`src/rtl/pbhs_pkg.sv`:
```
`timescale 1ns / 1ps
`default_nettype none

package pbhs_pkg;

   // register indexes on the csr port, byte address is four times the index
   localparam logic [2:0] CSR_X_LIMIT    = 3'd0;
   localparam logic [2:0] CSR_Y_LIMIT    = 3'd1;
   localparam logic [2:0] CSR_Z_LIMIT    = 3'd2;
   localparam logic [2:0] CSR_RADIUS     = 3'd3;
   localparam logic [2:0] CSR_SATURATION = 3'd4;
   localparam logic [2:0] CSR_BRIGHTNESS = 3'd5;

   localparam logic [14:0] X_LIMIT_RESET    = 15'd12288;
   localparam logic [14:0] Y_LIMIT_RESET    = 15'd6922;
   localparam logic [14:0] Z_LIMIT_RESET    = 15'd7987;
   localparam logic [14:0] RADIUS_RESET     = 15'd614;
   localparam logic [7:0]  SATURATION_RESET = 8'd255;
   localparam logic [7:0]  BRIGHTNESS_RESET = 8'd179;

   // 255 * 65536, the colour denominator, and half of it for rounding
   localparam logic [23:0] HSV_DEN      = 24'd16711680;
   localparam logic [31:0] HSV_DEN_HALF = 32'd8355840;
   // ceil(2^23 / 255): exact quotient by 255 for values below 66052
   localparam logic [15:0] RECIP_255    = 16'd32897;
   localparam logic [15:0] HALF_255     = 16'd127;

   localparam logic [2:0] SECTOR_0 = 3'd0;
   localparam logic [2:0] SECTOR_1 = 3'd1;
   localparam logic [2:0] SECTOR_2 = 3'd2;
   localparam logic [2:0] SECTOR_3 = 3'd3;
   localparam logic [2:0] SECTOR_4 = 3'd4;

   typedef struct packed {
      logic signed [15:0] pos_x;
      logic signed [15:0] pos_y;
      logic signed [15:0] pos_z;
      logic signed [15:0] vel_x;
      logic signed [15:0] vel_y;
      logic signed [15:0] vel_z;
      logic [15:0]        hue_in;
      logic [11:0]        hue_rate;
   } req_type;

   typedef struct packed {
      logic signed [15:0] new_pos_x;
      logic signed [15:0] new_pos_y;
      logic signed [15:0] new_pos_z;
      logic signed [15:0] new_vel_x;
      logic signed [15:0] new_vel_y;
      logic signed [15:0] new_vel_z;
      logic [15:0]        hue_out;
      logic [7:0]         red;
      logic [7:0]         green;
      logic [7:0]         blue;
   } rsp_type;

   // motion part of a request as it moves down the pipeline
   typedef struct packed {
      logic signed [15:0] pos_x;
      logic signed [15:0] pos_y;
      logic signed [15:0] pos_z;
      logic signed [15:0] vel_x;
      logic signed [15:0] vel_y;
      logic signed [15:0] vel_z;
      logic [15:0]        hue;
   } kin_type;

   function automatic logic signed [15:0] sat_add16(input logic signed [15:0] a,
                                                    input logic signed [15:0] b);
      logic signed [16:0] sum;
      sum = {a[15], a} + {b[15], b};
      if (sum[16] != sum[15]) begin
         return sum[16] ? 16'sh8000 : 16'sh7fff;
      end
      return sum[15:0];
   endfunction

   function automatic logic signed [15:0] neg_sat16(input logic signed [15:0] a);
      if (a == 16'sh8000) begin
         return 16'sh7fff;
      end
      return -a;
   endfunction

   // ball edge past the wall on either side, full width so nothing overflows
   function automatic logic wall_hit(input logic signed [15:0] p,
                                     input logic [14:0] r,
                                     input logic [14:0] l);
      logic signed [17:0] pw;
      logic signed [17:0] rw;
      logic signed [17:0] lw;
      pw = {{2{p[15]}}, p};
      rw = {3'b000, r};
      lw = {3'b000, l};
      return ((pw + rw) > lw) || ((pw - rw) < -lw);
   endfunction

endpackage

`default_nettype wire

```
`src/rtl/particle_bounce_hue_step_core.sv`:
```
// a request taken at a clock edge gives its result on rsp_valid/rsp_data after passing
//   through the seven register stages of the colour path
// throughput: one request per cycle, busy never rises and results cannot be held off
// reset: synchronous, active high; empties the pipeline and loads the register defaults
`timescale 1ns / 1ps
`default_nettype none

module particle_bounce_hue_step_core
   import pbhs_pkg::*;
(
   input  wire logic        clock,
   input  wire logic        reset,
   input  wire logic        start,
   output logic             busy,
   input  wire req_type     req_data,
   output logic             rsp_valid,
   output rsp_type          rsp_data,
   input  wire logic        csr_psel,
   input  wire logic        csr_penable,
   input  wire logic        csr_pwrite,
   input  wire logic [4:0]  csr_paddr,
   input  wire logic [31:0] csr_pwdata,
   output logic [31:0]      csr_prdata,
   output logic             csr_pready
);

   logic [14:0] x_limit_ff, x_limit_in;
   logic [14:0] y_limit_ff, y_limit_in;
   logic [14:0] z_limit_ff, z_limit_in;
   logic [14:0] radius_ff, radius_in;
   logic [7:0]  sat_ff, sat_in;
   logic [7:0]  bright_ff, bright_in;
   logic        csr_write;

   logic [6:0]  valid_ff, valid_in;

   kin_type     kin1_ff, kin1_in;
   kin_type     kin2_ff, kin2_in;
   kin_type     kin3_ff;
   kin_type     kin4_ff;
   kin_type     kin5_ff;
   kin_type     kin6_ff;

   logic [18:0] h6;
   logic [2:0]  sector2_ff, sector2_in;
   logic [15:0] frac2_ff, frac2_in;
   logic [2:0]  sector3_ff, sector4_ff, sector5_ff, sector6_ff;

   logic [16:0] frac_inv;
   logic [23:0] fs3_ff, fs3_in;
   logic [23:0] gs3_ff, gs3_in;
   logic [15:0] pn3_ff, pn3_in;
   logic [31:0] nq4_ff, nq4_in;
   logic [31:0] nt4_ff, nt4_in;
   logic [15:0] pn4_ff;
   logic [31:0] sum_q, sum_t;
   logic [15:0] mq5_ff, mq5_in;
   logic [15:0] mt5_ff, mt5_in;
   logic [15:0] mp5_ff, mp5_in;
   logic [31:0] prod_q, prod_t, prod_p;
   logic [7:0]  q6_ff, q6_in;
   logic [7:0]  t6_ff, t6_in;
   logic [7:0]  p6_ff, p6_in;

   rsp_type     rsp_ff, rsp_in;

   // ---------------- register port ----------------
   assign csr_pready = 1'b1;
   assign csr_write  = csr_psel && csr_penable && csr_pwrite;

   always_comb begin
      x_limit_in = x_limit_ff;
      y_limit_in = y_limit_ff;
      z_limit_in = z_limit_ff;
      radius_in  = radius_ff;
      sat_in     = sat_ff;
      bright_in  = bright_ff;
      if (csr_write) begin
         case (csr_paddr[4:2])
            CSR_X_LIMIT:    x_limit_in = csr_pwdata[14:0];
            CSR_Y_LIMIT:    y_limit_in = csr_pwdata[14:0];
            CSR_Z_LIMIT:    z_limit_in = csr_pwdata[14:0];
            CSR_RADIUS:     radius_in  = csr_pwdata[14:0];
            CSR_SATURATION: sat_in     = csr_pwdata[7:0];
            CSR_BRIGHTNESS: bright_in  = csr_pwdata[7:0];
            default: ;
         endcase
      end
   end

   always_comb begin
      case (csr_paddr[4:2])
         CSR_X_LIMIT:    csr_prdata = {17'd0, x_limit_ff};
         CSR_Y_LIMIT:    csr_prdata = {17'd0, y_limit_ff};
         CSR_Z_LIMIT:    csr_prdata = {17'd0, z_limit_ff};
         CSR_RADIUS:     csr_prdata = {17'd0, radius_ff};
         CSR_SATURATION: csr_prdata = {24'd0, sat_ff};
         CSR_BRIGHTNESS: csr_prdata = {24'd0, bright_ff};
         default:        csr_prdata = 32'd0;
      endcase
   end

   always_ff @(posedge clock) begin
      if (reset) begin
         x_limit_ff <= X_LIMIT_RESET;
         y_limit_ff <= Y_LIMIT_RESET;
         z_limit_ff <= Z_LIMIT_RESET;
         radius_ff  <= RADIUS_RESET;
         sat_ff     <= SATURATION_RESET;
         bright_ff  <= BRIGHTNESS_RESET;
      end else begin
         x_limit_ff <= x_limit_in;
         y_limit_ff <= y_limit_in;
         z_limit_ff <= z_limit_in;
         radius_ff  <= radius_in;
         sat_ff     <= sat_in;
         bright_ff  <= bright_in;
      end
   end

   // ---------------- valid chain ----------------
   assign busy     = 1'b0;
   assign valid_in = {valid_ff[5:0], start && !busy};

   always_ff @(posedge clock) begin
      if (reset) begin
         valid_ff <= '0;
      end else begin
         valid_ff <= valid_in;
      end
   end

   // ---------------- stage 1: position step, hue step ----------------
   always_comb begin
      kin1_in.pos_x = sat_add16(req_data.pos_x, req_data.vel_x);
      kin1_in.pos_y = sat_add16(req_data.pos_y, req_data.vel_y);
      kin1_in.pos_z = sat_add16(req_data.pos_z, req_data.vel_z);
      kin1_in.vel_x = req_data.vel_x;
      kin1_in.vel_y = req_data.vel_y;
      kin1_in.vel_z = req_data.vel_z;
      kin1_in.hue   = req_data.hue_in + {4'd0, req_data.hue_rate};
   end

   // ---------------- stage 2: wall test, hue sector ----------------
   always_comb begin
      kin2_in = kin1_ff;
      if (wall_hit(kin1_ff.pos_x, radius_ff, x_limit_ff)) begin
         kin2_in.vel_x = neg_sat16(kin1_ff.vel_x);
      end
      if (wall_hit(kin1_ff.pos_y, radius_ff, y_limit_ff)) begin
         kin2_in.vel_y = neg_sat16(kin1_ff.vel_y);
      end
      if (wall_hit(kin1_ff.pos_z, radius_ff, z_limit_ff)) begin
         kin2_in.vel_z = neg_sat16(kin1_ff.vel_z);
      end
      h6         = {1'b0, kin1_ff.hue, 2'b00} + {2'b00, kin1_ff.hue, 1'b0};
      sector2_in = h6[18:16];
      frac2_in   = h6[15:0];
   end

   // ---------------- stage 3: fraction times saturation ----------------
   always_comb begin
      frac_inv = 17'h10000 - {1'b0, frac2_ff};
      fs3_in   = {8'd0, frac2_ff} * {16'd0, sat_ff};
      gs3_in   = {7'd0, frac_inv} * {16'd0, sat_ff};
      pn3_in   = {8'd0, bright_ff} * {8'd0, 8'd255 - sat_ff};
   end

   // ---------------- stage 4: numerators ----------------
   always_comb begin
      nq4_in = {24'd0, bright_ff} * {8'd0, HSV_DEN - fs3_ff};
      nt4_in = {24'd0, bright_ff} * {8'd0, HSV_DEN - gs3_ff};
   end

   // ---------------- stage 5: rounding, drop the 65536 part of the divisor ----------------
   always_comb begin
      sum_q  = nq4_ff + HSV_DEN_HALF;
      sum_t  = nt4_ff + HSV_DEN_HALF;
      mq5_in = sum_q[31:16];
      mt5_in = sum_t[31:16];
      mp5_in = pn4_ff + HALF_255;
   end

   // ---------------- stage 6: divide by 255 through the reciprocal ----------------
   always_comb begin
      prod_q = {16'd0, mq5_ff} * {16'd0, RECIP_255};
      prod_t = {16'd0, mt5_ff} * {16'd0, RECIP_255};
      prod_p = {16'd0, mp5_ff} * {16'd0, RECIP_255};
      q6_in  = prod_q[30:23];
      t6_in  = prod_t[30:23];
      p6_in  = prod_p[30:23];
   end

   // ---------------- stage 7: sector select into the result register ----------------
   always_comb begin
      rsp_in.new_pos_x = kin6_ff.pos_x;
      rsp_in.new_pos_y = kin6_ff.pos_y;
      rsp_in.new_pos_z = kin6_ff.pos_z;
      rsp_in.new_vel_x = kin6_ff.vel_x;
      rsp_in.new_vel_y = kin6_ff.vel_y;
      rsp_in.new_vel_z = kin6_ff.vel_z;
      rsp_in.hue_out   = kin6_ff.hue;
      case (sector6_ff)
         SECTOR_0: begin
            rsp_in.red = bright_ff; rsp_in.green = t6_ff;     rsp_in.blue = p6_ff;
         end
         SECTOR_1: begin
            rsp_in.red = q6_ff;     rsp_in.green = bright_ff; rsp_in.blue = p6_ff;
         end
         SECTOR_2: begin
            rsp_in.red = p6_ff;     rsp_in.green = bright_ff; rsp_in.blue = t6_ff;
         end
         SECTOR_3: begin
            rsp_in.red = p6_ff;     rsp_in.green = q6_ff;     rsp_in.blue = bright_ff;
         end
         SECTOR_4: begin
            rsp_in.red = t6_ff;     rsp_in.green = p6_ff;     rsp_in.blue = bright_ff;
         end
         default: begin
            rsp_in.red = bright_ff; rsp_in.green = p6_ff;     rsp_in.blue = q6_ff;
         end
      endcase
   end

   always_ff @(posedge clock) begin
      kin1_ff    <= kin1_in;
      kin2_ff    <= kin2_in;
      sector2_ff <= sector2_in;
      frac2_ff   <= frac2_in;
      kin3_ff    <= kin2_ff;
      sector3_ff <= sector2_ff;
      fs3_ff     <= fs3_in;
      gs3_ff     <= gs3_in;
      pn3_ff     <= pn3_in;
      kin4_ff    <= kin3_ff;
      sector4_ff <= sector3_ff;
      nq4_ff     <= nq4_in;
      nt4_ff     <= nt4_in;
      pn4_ff     <= pn3_ff;
      kin5_ff    <= kin4_ff;
      sector5_ff <= sector4_ff;
      mq5_ff     <= mq5_in;
      mt5_ff     <= mt5_in;
      mp5_ff     <= mp5_in;
      kin6_ff    <= kin5_ff;
      sector6_ff <= sector5_ff;
      q6_ff      <= q6_in;
      t6_ff      <= t6_in;
      p6_ff      <= p6_in;
      rsp_ff     <= rsp_in;
   end

   assign rsp_valid = valid_ff[6];
   assign rsp_data  = rsp_ff;

`ifndef SYNTHESIS
   a_rsp_has_request: assert property (@(posedge clock) disable iff (reset)
      rsp_valid |-> $past(start, 7))
      else $error("result strobe without a request seven cycles earlier");

   a_hue_step: assert property (@(posedge clock) disable iff (reset)
      rsp_valid |-> (rsp_data.hue_out ==
                     16'($past(req_data.hue_in, 7) + {4'd0, $past(req_data.hue_rate, 7)})))
      else $error("hue out of step with its request");

   a_vel_bounce: assert property (@(posedge clock) disable iff (reset)
      rsp_valid |-> ((rsp_data.new_vel_x == $past(req_data.vel_x, 7)) ||
                     (rsp_data.new_vel_x == -$past(req_data.vel_x, 7)) ||
                     (rsp_data.new_vel_x == 16'sh7fff)))
      else $error("x velocity neither kept nor reflected");
`endif

endmodule

`default_nettype wire

```
`config.mk`:
```
export PLATFORM = sky130hd
export DESIGN_NAME = particle_bounce_hue_step_core
export DESIGN_NICKNAME = d
export VERILOG_FILES = /design/src/rtl/pbhs_pkg.sv /design/src/rtl/particle_bounce_hue_step_core.sv
export SDC_FILE = /design/constraint.sdc
export NUM_CORES = 2
export LEC_CHECK = 0
export BUFFER_PORTS_ARGS = -buffer_cell sky130_fd_sc_hd__buf_2
export CAP_MARGIN = 20
export CORE_ASPECT_RATIO = 0.7
export CORE_MARGIN = 4
export CORE_UTILIZATION = 60
export CTS_BUF_LIST = sky130_fd_sc_hd__clkbuf_8
export DETAILED_ROUTE_END_ITERATION = 8
export MAX_ROUTING_LAYER = met4
export PLACE_DENSITY_LB_ADDON = 0.15
export SLEW_MARGIN = 20
export SYNTH_ARGS = -nofsm -noshare
export SYNTH_HDL_FRONTEND = slang
export SYNTH_SLANG_ARGS = --single-unit
```
`constraint.sdc`:
```
create_clock -name clock -period 11.44 [get_ports clock]
set_input_delay 3.432 -clock clock [delete_from_list [all_inputs] [get_ports clock]]
set_output_delay 3.432 -clock clock [all_outputs]
set_load 0.01 [all_outputs]
```
======== Word-level counts from Yosys, hierarchy flattened ========
Cells that the tools add are included.
word-level totals
  word-level logic and storage cells ...... 172
  bits of input ports ..................... 167
  bits in registers ....................... 1138
cells by class
  equal/unequal tests ..................... 15
  multiplexer cells ....................... 29
  $lt $le $gt $ge ......................... 6
  add/subtract/negate cells ............... 24
  $mul .................................... 8
  reductions and logical operators ........ 13
operator list
  operator                number
  $mux 16                 18
  $pmux 24 s5             1
  $add 16x16->17          6
  $mul 16x16->31 const B  3
  $pmux 15 s6             1
  $add 32x23->32 const B  2
  $mul 8x24->32           2
  $lt 17x18->1            3
  $neg 15->18             3
  $gt 17x16->1            3
  $sub 16x16->17          3
  $eq 16x16->1 const B    3
  $neg 16->16             3
  $sub 24x24->24 const A  2
  $mul 16x8->24           1
  $mul 17x8->24           1
  $add 18x17->19          1
  $sub 17x16->17 const A  1
  $add 16x12->16          1
  $add 16x7->16 const B   1
  $mul 8x8->16            1
  $eq 3x2->1 const B      4
  $reduce_and 2->1        6
  $eq 3x3->1 const B      3
  other kinds (7)         22

======== Longest topological paths before layout ========
  depth after elaboration ................. 6
  depth in mapped cells ................... 27
  gate-level depth less buffers ........... 26

======== Worst setup path before layout ========
OpenSTA, ideal clock, no wires.
  path type ............................... in2out
  start ................................... input csr_paddr[2]
  end ..................................... output csr_prdata[0]
  buffers on the path ..................... 3
  arrival time ............................ 5.010 ns
  slack ................................... 2.998 ns
  required time ........................... 8.008 ns
  cell stages on the path ................. 5
  cell sequence ........................... buf_1 > clkbuf_1 > clkbuf_1 > a31oi_1 > o221ai_1
between the ends
  longest elaborated chain between the ends .. 2
RTL lines
  what                                line                                 text
  start: declaration                  particle_bounce_hue_step_core.sv:21  input wire logic [4:0] csr_paddr,
  $eq 3x3->1 (tied with other cells)  particle_bounce_hue_step_core.sv:92  case (csr_paddr[4:2])
  $pmux 15 s6 (*)                     particle_bounce_hue_step_core.sv:92
  end: declaration                    particle_bounce_hue_step_core.sv:23  output logic [31:0] csr_prdata,
Every way passes the cells marked *; elsewhere a longest branch is shown, timed or not.

======== Worst setup path after layout ========
  start ................................... input csr_paddr[2]
  end ..................................... output csr_prdata[4]
Same word-level chain as after synthesis.

==> flow_summary.yaml <==
status:
  outcome: "completed"
global_routing:
  gr-total-overflow: 0
  grt_max_degree: 84
  gr-usage-all-layers_pct: 26.9
  antenna_found_initial: 15
  grt_pass1_vias: 42700
  grt_pass1_wl_mm: 226
clock_network:
  clock_sinks: 1103
  cts_resized: 0
  h-tree-depth: 4
  post_cts_buffers: 0
  cts_tree: "done"
  clkTransAtPathRegs_ns: 0.06
  cts-root-buf: "clkbuf_8"
  insertion_delay_ns: 0.86
  cts_buffer_depth: 3
  cts_hold_buffers: 0
  cts_buffers: 159
timing:
  min_period_ns: 8.79
  min_period_over_period_pct: 76.9
  tightest_slew_ns: 1.09
  finalSetupViolCount: 0
  fmax_mhz: 114
  setup-tns-final_ns: 0
  rsz0062_at_grt: "false"
  slew_headroom_pct: 26.9
  finClkSkew_ns: 0.0434
  drv_slew: 0
  finalHoldViolations: 0
critical_path:
  cp_common_cell: "buf_2"
  path_depth: 6
  reg2reg_to: "nt4_ff[30]"
  endpoint_kind: "output port"
  cp.arrival_ns: 5.36
  cp_max_fo: 40
  rrSetupSlack_ns: 3.98
  cp_top_family: "buffers and inverters"
  cp_num_buf_inv: 2
  r2r-start: "gs3_ff[1]"
  cp.required_ns: 8.01
  cpMaxStageDelayCell: "buf_2"
  reg2reg_depth: 23
  crit_chain: "buf_2 -> mux2i_1 -> nor2_1 -> a31oi_1 -> o221ai_1 -> buf_2"
  crit_start: "csr_paddr[2]"
  start_kind: "input pin"
  endpoint: "csr_prdata[4]"
  path_class: "in2out"
  cp_slowest_stage_delay_ns: 0.74
logic_synthesis:
  synthXorXnorAreaFrac_pct: 4.93
  synthArstFlopShare_pct: 0
  synth_ff_type: "dfxtp_1"
  syn_area_per_cell_um2: 10.0
  synthTopCellsByCount: "dfxtp_1, ha_1, inv_1"
  yosysMostFrequentCell: "dfxtp_1"
  netlist_area_um2: 61900
  synth_edf_count: 0
  synth.distinct_cells: 88
  yosysWarnings: 0
  synthTopCellsByArea: "dfxtp_1, fa_1, ha_1"
  synth-seq-cells: 1103
  synthAdderAreaFrac_pct: 28.7
  seq_area_frac_synth_pct: 35.7
  synth_top_area_share_pct: 35.7
  synthCells: 6158
  synth_compound_area_share_pct: 9.81
  synth_largest_area_cell: "dfxtp_1"
  synth_top_family_by_area: "adder cells"
  synthMuxAreaShare_pct: 0.961
  yosys.area_share.simple_pct: 14.4
detailed_routing:
  final_antenna_net_count: 0
  post_drt_wl_per_cell_um: 17.9
  firstDrtPassIters: 6
  via_per_inst: 5.47
  vias: 43400
  routed_wl_mm: 142
  drc: 0
  drtIter0Drc: 3100
final_layout:
  fillCellCount: 8205
  area_growth_syn_to_layout_pct: 10.2
  drive_gt1_share_pct: 9.75
  finalNonFillerCells: 7940
  stdcell_area_um2: 68200
  nets: 7769
  utilization_pct: 66.7
die:
  rows: 98
  io_pins: 338
  coreArea_um2: 102000
  die_h_um: 277
  die_area_um2: 108000
  initial_core_util_pct: 60.5
  die_w_um: 392
placement:
  dp_hpwl_mm: 108
  dpl_cell_area_um2: 64500
  gp_congestion: 0.926
  dp_cells: 7649
  port_buffers: 299
job:
  maxCapViolations: 0
hold_path:
  min_from: "sector5_ff[2]"
  hold_path.class: "reg2reg"
[through the flow]
step / hold slack (ns) / setup WS [ns]
after floorplan: 0.310 / 3.00
after global placement: 0.310 / 2.74
after detailed placement: 0.312 / 2.69
after CTS: 0.286 / 2.69
after global routing: 0.292 / 2.42
final: 0.293 / 2.65
[final cells by class]
class | instances | area (um^2) | area share, %
well taps | 1350 | 1690 | 2.48
repair buffers | 328 | 1710 | 2.51
inverters | 676 | 2540 | 3.72
diodes | 13 | 32.5 | 0.0477
flip-flops and latches | 1103 | 22100 | 32.4
clock buffers | 194 | 2670 | 3.92
clock inverters | 84 | 952 | 1.40
multi-input cells | 4192 | 36500 | 53.5
[state kept, by name (all words and copies together), names as in the netlist, 17 cells and up]
register and flops:
kin5_ff 112, nt4_ff 17, nq4_ff 17, rsp_data 136, fs3_ff 22, kin3_ff 112
kin2_ff 112, gs3_ff 23, kin1_ff 112, kin4_ff 112, kin6_ff 112
[worst min-delay path by stage]
stage               endpoint  cells past startpoint
3_3_place_gp     kin3_ff[50]                      0
3_5_place_dp     kin6_ff[69]                      0
2_1_floorplan   kin3_ff[100]                      0
6_report       sector6_ff[2]                      0
5_1_grt        sector6_ff[2]                      0
4_1_cts        sector6_ff[2]                      0
[kinds of logic after synthesis]
kind of cell / Yosys count
fa+ha+maj: 1142
other cells: 2
xor+xnor: 348
simple gates: 1728
flops: 1103
compound gates: 907
mux: 48
buf+inv: 880
[per-layer routing]
metal	share of wire [%]	wire [um]	track usage (%)	vias to the layer above
met5	0	0	-	-
met4	1.7	2470	6.68	0
met3	9.7	13800	6.98	193
met2	40	56700	36.2	1499
met1	49	69000	40.2	20800
li1	-	-	-	21000
[layout by cell type, fill, tap and decap left out, drive strengths merged, types with 45 or more instances in the layout]
master / synthesis / layout
dfxtp: 1103 / 1103
inv: 675 / 717
ha: 684 / 684
fa: 458 / 458
and2: 429 / 429
nand2: 408 / 408
buf: 29 / 328
nor2: 307 / 307
a21oi: 251 / 251
xnor2: 247 / 247
clkbuf: 174 / 194
o21ai: 150 / 150
nor2b: 121 / 121
nor3: 104 / 104
xor2: 101 / 101
nand3: 77 / 77
a21o: 76 / 76
nand2b: 71 / 71
or3: 61 / 61
o21a: 57 / 57
a211o: 45 / 45
Power is not shown: default switching activity piles up to over one toggle a cycle in this logic, so the estimate is an artifact.
